## config.mk

```make
export PLATFORM = sky130hd
export DESIGN_NAME = prp_cfg
export DESIGN_NICKNAME = d
export VERILOG_FILES = /design/src/prp_pkg.sv /design/src/prp_cfg.sv
export SDC_FILE = /design/constraint.sdc
export NUM_CORES = 1
export LEC_CHECK = 0
export ABC_AREA = 1
export BUFFER_PORTS_ARGS = -buffer_cell sky130_fd_sc_hd__buf_2
export CORE_ASPECT_RATIO = 1.25
export CORE_MARGIN = 1.5
export CORE_UTILIZATION = 45
export CTS_BUF_LIST = sky130_fd_sc_hd__clkbuf_8
export CTS_CLUSTER_SIZE = 28
export DETAILED_ROUTE_END_ITERATION = 16
export PLACE_DENSITY = 0.81
export SETUP_SLACK_MARGIN = 0.3
export SLEW_MARGIN = 20
export SYNTH_ARGS = -nofsm -noshare
export SYNTH_HDL_FRONTEND = slang
export SYNTH_SLANG_ARGS = --single-unit
```

## constraint.sdc

```tcl
create_clock -name clk_i -period 1.3 [get_ports clk_i]
set_input_delay 0.195 -clock clk_i [delete_from_list [all_inputs] [get_ports clk_i]]
set_output_delay 0.195 -clock clk_i [all_outputs]
set_load 0.03 [all_outputs]
```

## src/prp_pkg.sv

```systemverilog
`timescale 1ns / 1ps
// ----------------------------------------------------------------------------
// prp_pkg
// Shared constants, register codes, types and the saturation helper of the
// pinhole projection unit.
// ----------------------------------------------------------------------------
package prp_pkg;

  // Pipeline geometry
  localparam int unsigned DIV_STEPS   = 32;
  localparam int unsigned DIV_LAT     = DIV_STEPS + 2;
  localparam int unsigned DIST_LAT    = 6;
  localparam int unsigned TAIL_STAGES = 4;
  localparam int unsigned TOTAL_LAT   = 3 + 2 * DIV_LAT + DIST_LAT + TAIL_STAGES;

  // Configuration register indexes
  localparam int unsigned CFG_IDX_W = 3;
  localparam logic [CFG_IDX_W-1:0] REG_FOCAL  = 3'd0;
  localparam logic [CFG_IDX_W-1:0] REG_OFS_X  = 3'd1;
  localparam logic [CFG_IDX_W-1:0] REG_OFS_Y  = 3'd2;
  localparam logic [CFG_IDX_W-1:0] REG_K1     = 3'd3;
  localparam logic [CFG_IDX_W-1:0] REG_K2     = 3'd4;
  localparam logic [CFG_IDX_W-1:0] REG_WIDTH  = 3'd5;
  localparam logic [CFG_IDX_W-1:0] REG_HEIGHT = 3'd6;

  // Register reset values
  localparam logic [30:0] FOCAL_RST  = 31'd65536000;
  localparam logic [15:0] WIDTH_RST  = 16'd1920;
  localparam logic [15:0] HEIGHT_RST = 16'd1080;

  // Action and status codes
  localparam logic ACT_PROJECT   = 1'b0;
  localparam logic ACT_UNPROJECT = 1'b1;
  localparam logic [1:0] ST_OK   = 2'd0;
  localparam logic [1:0] ST_ZERO = 2'd1;
  localparam logic [1:0] ST_SAT  = 2'd2;

  // Q8.24 one
  localparam logic signed [63:0] Q24_ONE = 64'sd16777216;

  typedef struct packed {
    logic [30:0] focal;
    logic [31:0] ofs_x;
    logic [31:0] ofs_y;
    logic [31:0] k1;
    logic [31:0] k2;
    logic [15:0] width;
    logic [15:0] height;
  } cfg_t;

  // Clamp to signed 32 bits: {saturated, value}
  function automatic logic [32:0] sat32(input logic signed [63:0] v);
    if (v > 64'sd2147483647) begin
      return {1'b1, 32'h7fff_ffff};
    end else if (v < -64'sd2147483648) begin
      return {1'b1, 32'h8000_0000};
    end else begin
      return {1'b0, v[31:0]};
    end
  endfunction

endpackage

```

## src/prp_cfg.sv

```systemverilog
`timescale 1ns / 1ps
// ----------------------------------------------------------------------------
// prp_cfg
// Configuration register file: decodes indexed writes into the camera
// parameters.
// ----------------------------------------------------------------------------
module prp_cfg (
  input  logic                               clk_i,
  input  logic                               rst_ni,
  input  logic                               cfg_we_i,
  input  logic [prp_pkg::CFG_IDX_W-1:0]      cfg_idx_i,
  input  logic [31:0]                        cfg_wdata_i,
  output prp_pkg::cfg_t                      cfg_o
);

  prp_pkg::cfg_t cfg_q, cfg_d;

  // Decode the write
  always_comb begin
    cfg_d = cfg_q;
    if (cfg_we_i) begin
      unique case (cfg_idx_i)
        prp_pkg::REG_FOCAL:  cfg_d.focal  = cfg_wdata_i[30:0];
        prp_pkg::REG_OFS_X:  cfg_d.ofs_x  = cfg_wdata_i;
        prp_pkg::REG_OFS_Y:  cfg_d.ofs_y  = cfg_wdata_i;
        prp_pkg::REG_K1:     cfg_d.k1     = cfg_wdata_i;
        prp_pkg::REG_K2:     cfg_d.k2     = cfg_wdata_i;
        prp_pkg::REG_WIDTH:  cfg_d.width  = cfg_wdata_i[15:0];
        prp_pkg::REG_HEIGHT: cfg_d.height = cfg_wdata_i[15:0];
        default: ;
      endcase
    end
  end

  // Hold the registers
  always_ff @(posedge clk_i or negedge rst_ni) begin
    if (!rst_ni) begin
      cfg_q.focal  <= prp_pkg::FOCAL_RST;
      cfg_q.ofs_x  <= '0;
      cfg_q.ofs_y  <= '0;
      cfg_q.k1     <= '0;
      cfg_q.k2     <= '0;
      cfg_q.width  <= prp_pkg::WIDTH_RST;
      cfg_q.height <= prp_pkg::HEIGHT_RST;
    end else begin
      cfg_q <= cfg_d;
    end
  end

  assign cfg_o = cfg_q;

endmodule

```

* Word level (Yosys, flattened, before mapping) *
Index checks and enable logic that the tools add are counted.

storage, ports and cells
  register bits = 191
  latch bits = 0
  bits in writable memories = 0
  bits in read-only memories = 0
  bits of input ports = 38
  output and inout port bits = 191
  logic and storage cells = 21
  memories kept = 0

operators by class
  add/sub/neg operators = 0
  $mul = 0
  divide/modulo/power cells = 0
  magnitude comparators = 0
  eq/ne operators = 6
  shift operators = 0
  mux-type cells = 0
  bitwise gates (word level) = 0
  reduce and logical (&&, ||, !) cells = 8

operators by type and width
  operator                                             number
  AND reduction 2 bit                                  7
  equality test 3 bit, second input constant           3
  equality test 3 x 2 -> 1 bit, second input constant  2
  equality test 3 x 1 -> 1 bit, second input constant  1
  logical NOT 3 bit                                    1

* Logic depth before layout (Yosys ltp) *
  word-level depth = 2
  mapped depth = 6
  gate-level depth less buffers = 5

* Worst setup path after synthesis *
Ideal clock, no wire load.

  path type = input -> register
  start = input cfg_idx_i[0] in the netlist's numbering
  end = register cfg_q, in the netlist cfg_o[160]
  library setup time = 0.118 ns
  arrival time = 0.831 ns
  required time = 1.182 ns
  setup slack = 0.351 ns
  cell stages on the path = 6
  cells stage by stage = nor2_1 -> buf_2 -> nand2_1 -> buf_2 -> nand2_1 -> nand2_1

on the way
  longest elaborated chain between the ends = 2

ends and longest elaborated chain
  what                                  RTL line       source
  start, declared                       prp_cfg.sv:11  input logic [prp_pkg::CFG_IDX_W-1:0] cfg_idx_i,
  logical NOT 3 bit                     prp_cfg.sv:22  unique case (cfg_idx_i)
  AND reduction 2 bit (no source line)  n/a
  end signal, assigned                  prp_cfg.sv:46  cfg_q <= cfg_d;
  end, declared                         prp_cfg.sv:16  prp_pkg::cfg_t cfg_q, cfg_d;

No other way between the ends.
A chain may end at the register's enable or synchronous reset.

* Worst setup path after layout *
  start = register cfg_q, in the netlist cfg_o[183]
  end = output cfg_o[183] in the netlist's numbering

RTL lines
  what           RTL line       source
  end, declared  prp_cfg.sv:13  output prp_pkg::cfg_t cfg_o

No word-level cell between the ends.

==> metrics.cfg <==
[sta]
drv_slew = 0
whs_ns = 0.0337
slew_headroom_pct = 72.0
fin_ws_ns = -0.0622
hold_viol = 0
fin_setup_tns_ns = -0.668
period_minus_slack_ns = 1.36
period_share_pct = 105
fmax_mhz = 734
setup_violations = 14
worst_pin_slew_ns = 0.420
rsz0062_at_grt = true
clock_skew_ns = 0

[worst_setup_path]
worstPathMaxFanout = 2
timing_worst_setup_path_type = flip-flop to output pin
critPathMaxStageDelay_ns = 0.56
path_buf_inv = 1
ff2ff_setup_slack_ns = 0.31
critPathSlowestCell = dfstp_2
path_delay_family = flip-flops
endpoint_kind = output pin
crit_arrival_ns = 1.17
crit_chain = buf_6
crit_required_ns = 1.11
start_kind = flip-flop

[die]
core-area_mm2 = 0.0162
dieArea_mm2 = 0.0174
start_util_pct = 46.1
die_w_um = 118
rows = 52
die_y_um = 147
ioPinCount = 229

[clocking]
cts_made_buffers = 17
cts.reportedPaths.clkPinSlew_ns = 0.11
clock_sinks = 191
h-tree-depth = 4
clk_latency_ns = 0.46
cts-root-buf = clkbuf_8
cts_tree = yes
clockBufferDepth = 2

[finish]
final_cells = 1469
mostFrequentLayoutCells = 455 x nand2_1, 193 x buf_6, 177 x dfrtp_1, 171 x buf_4, 127 x nand3_1
nets = 1278
largest_register_ffs = 191
areaGrowthSynthToFinish_pct = 60.5
drive_gt1_share_pct = 37.4
antenna_cells = 0
final_common_cell = nand2_1
fillCellCount = 993

[yosys]
syn_nets = 875
yosys_warnings = 0
syn_area_mm2 = 0.00747
ys_types = 13
seq_area_frac_synth_pct = 64.2
synth.ff_latch_count = 191
synth_cells = 837
avgSynthCellArea_um2 = 8.93

[detailed_routing]
highest_layer = met4
met3_length_um = 2260
routed_wl_um = 29000
wl_met1_um = 10100
vias = 7904
route.detailed.drc = 0
dr.pass1.iters = 5
wl_met2_um = 15000
ant_nets = 0
vias_per_cell = 5.38
wl_per_cell_um = 19.7
first_iter_violations = 905

[worst_hold_path]
worstHoldPathType = input port to flip-flop

[flow_run]
maxCapViolations = 0

[grt]
antenna_found_initial = 0
grt_pass1_vias = 7954
grt_overflow = 0
grt_max_degree = 46
grt_pass1_wl_um = 42600
track_usage_pct = 31.6

[power]
seqPwrFrac_pct = 39.3
combPwrFrac_pct = 39.5
sw_frac_of_total_pct = 36.8
p_sw_mw = 7.55
intPower_mw = 12.9
total_power_mw = 20.5
ir_worst_vdd_uv = 995
p_leak_nw = 6.60
power_density_mw_per_mm2 = 1710
p_clk_share_pct = 21.1

[place]
place.gp.congestion = 0.844
port_buffers = 228
dpl.hpwl_um = 15500
pre_cts_ws_ns = 0.0830
dp.cells = 1272

[run_status]
status = finished with violations
violations = setup timing

## per-stage QoR
stage | util (%) | instance area, µm²
global placement | 55.9 | 9060
finish | 74.0 | 12000
detailed placement | 55.9 | 9060
CTS | 70.8 | 11500
floorplan | - | 7470
global route | 74.0 | 12000
## timing repair
action,4_1_cts,5_1_grt
hold buffers,22,1
hold endpoints to repair,140,1
gates resized for setup,382,3
setup endpoints to repair,191,191
pin swaps,0,1
setup buffers,74,68
## logic make-up after synthesis
group                  synth area share, %
buffers and inverters                 3.47
and+or+nand+nor                       32.3
DFF                                   64.2
## cell usage after synthesis
| cell type | count | area [µm²] |
|---|---|---|
| nor2_1 | 1 | 3.75 |
| buf_2 | 42 | 210 |
| clkbuf_1 | 5 | 18.8 |
| nand2_1 | 456 | 1710 |
| buf_4 | 1 | 7.51 |
| dfstp_2 | 14 | 368 |
| inv_1 | 2 | 7.51 |
| nand3_1 | 127 | 636 |
| nand2_2 | 2 | 12.5 |
| dfrtp_1 | 177 | 4430 |
| nor2_2 | 3 | 18.8 |
| inv_2 | 4 | 15.0 |
| nor2_4 | 3 | 33.8 |
## power by group through the flow
stage	registers (mW)	logic [mW]	clock network, mW
2_1_floorplan	10.1	1.04	0
5_1_grt	8.14	8.47	4.61
4_1_cts	7.97	7.24	4.33
3_5_place_dp	7.82	5.25	0
3_3_place_gp	7.81	5.12	0
6_report	8.06	8.10	4.33
## area by class of cell
| type | count | area, µm² | share of cell area [%] |
|---|---|---|---|
| inverter | 6 | 22.5 | 0.188 |
| tap | 216 | 270 | 2.25 |
| clock inverter | 14 | 189 | 1.58 |
| multi-input combinational | 592 | 2430 | 20.2 |
| clock buffer | 18 | 248 | 2.07 |
| timing repair buffer | 432 | 4040 | 33.7 |
| sequential | 191 | 4800 | 40.0 |
## final timing paths
check,cells after the start,startpoint,to
hold / removal,3,cfg_wdata_i[1],cfg_o[1]$_DFFE_PN0P_
setup / recovery,1,cfg_o[183]$_DFFE_PN1P_,cfg_o[183]
hold reg to reg,2,cfg_o[3]$_DFFE_PN1P_,cfg_o[3]$_DFFE_PN1P_
setup reg to reg,5,cfg_o[32]$_DFFE_PN0P_,cfg_o[32]$_DFFE_PN0P_
max in group asynchronous,3,rst_ni,cfg_o[182]$_DFFE_PN1P_
min in group asynchronous,2,rst_ni,cfg_o[27]$_DFFE_PN0P_
## routing by layer
metal  track usage [%]  vias to the layer above
li1                  -                     3419
met1              36.7                     3853
met2              53.2                      498
met3              7.76                      134
met4              18.5                        0
met5                 0                        -
(Power assumes the default switching activity.)
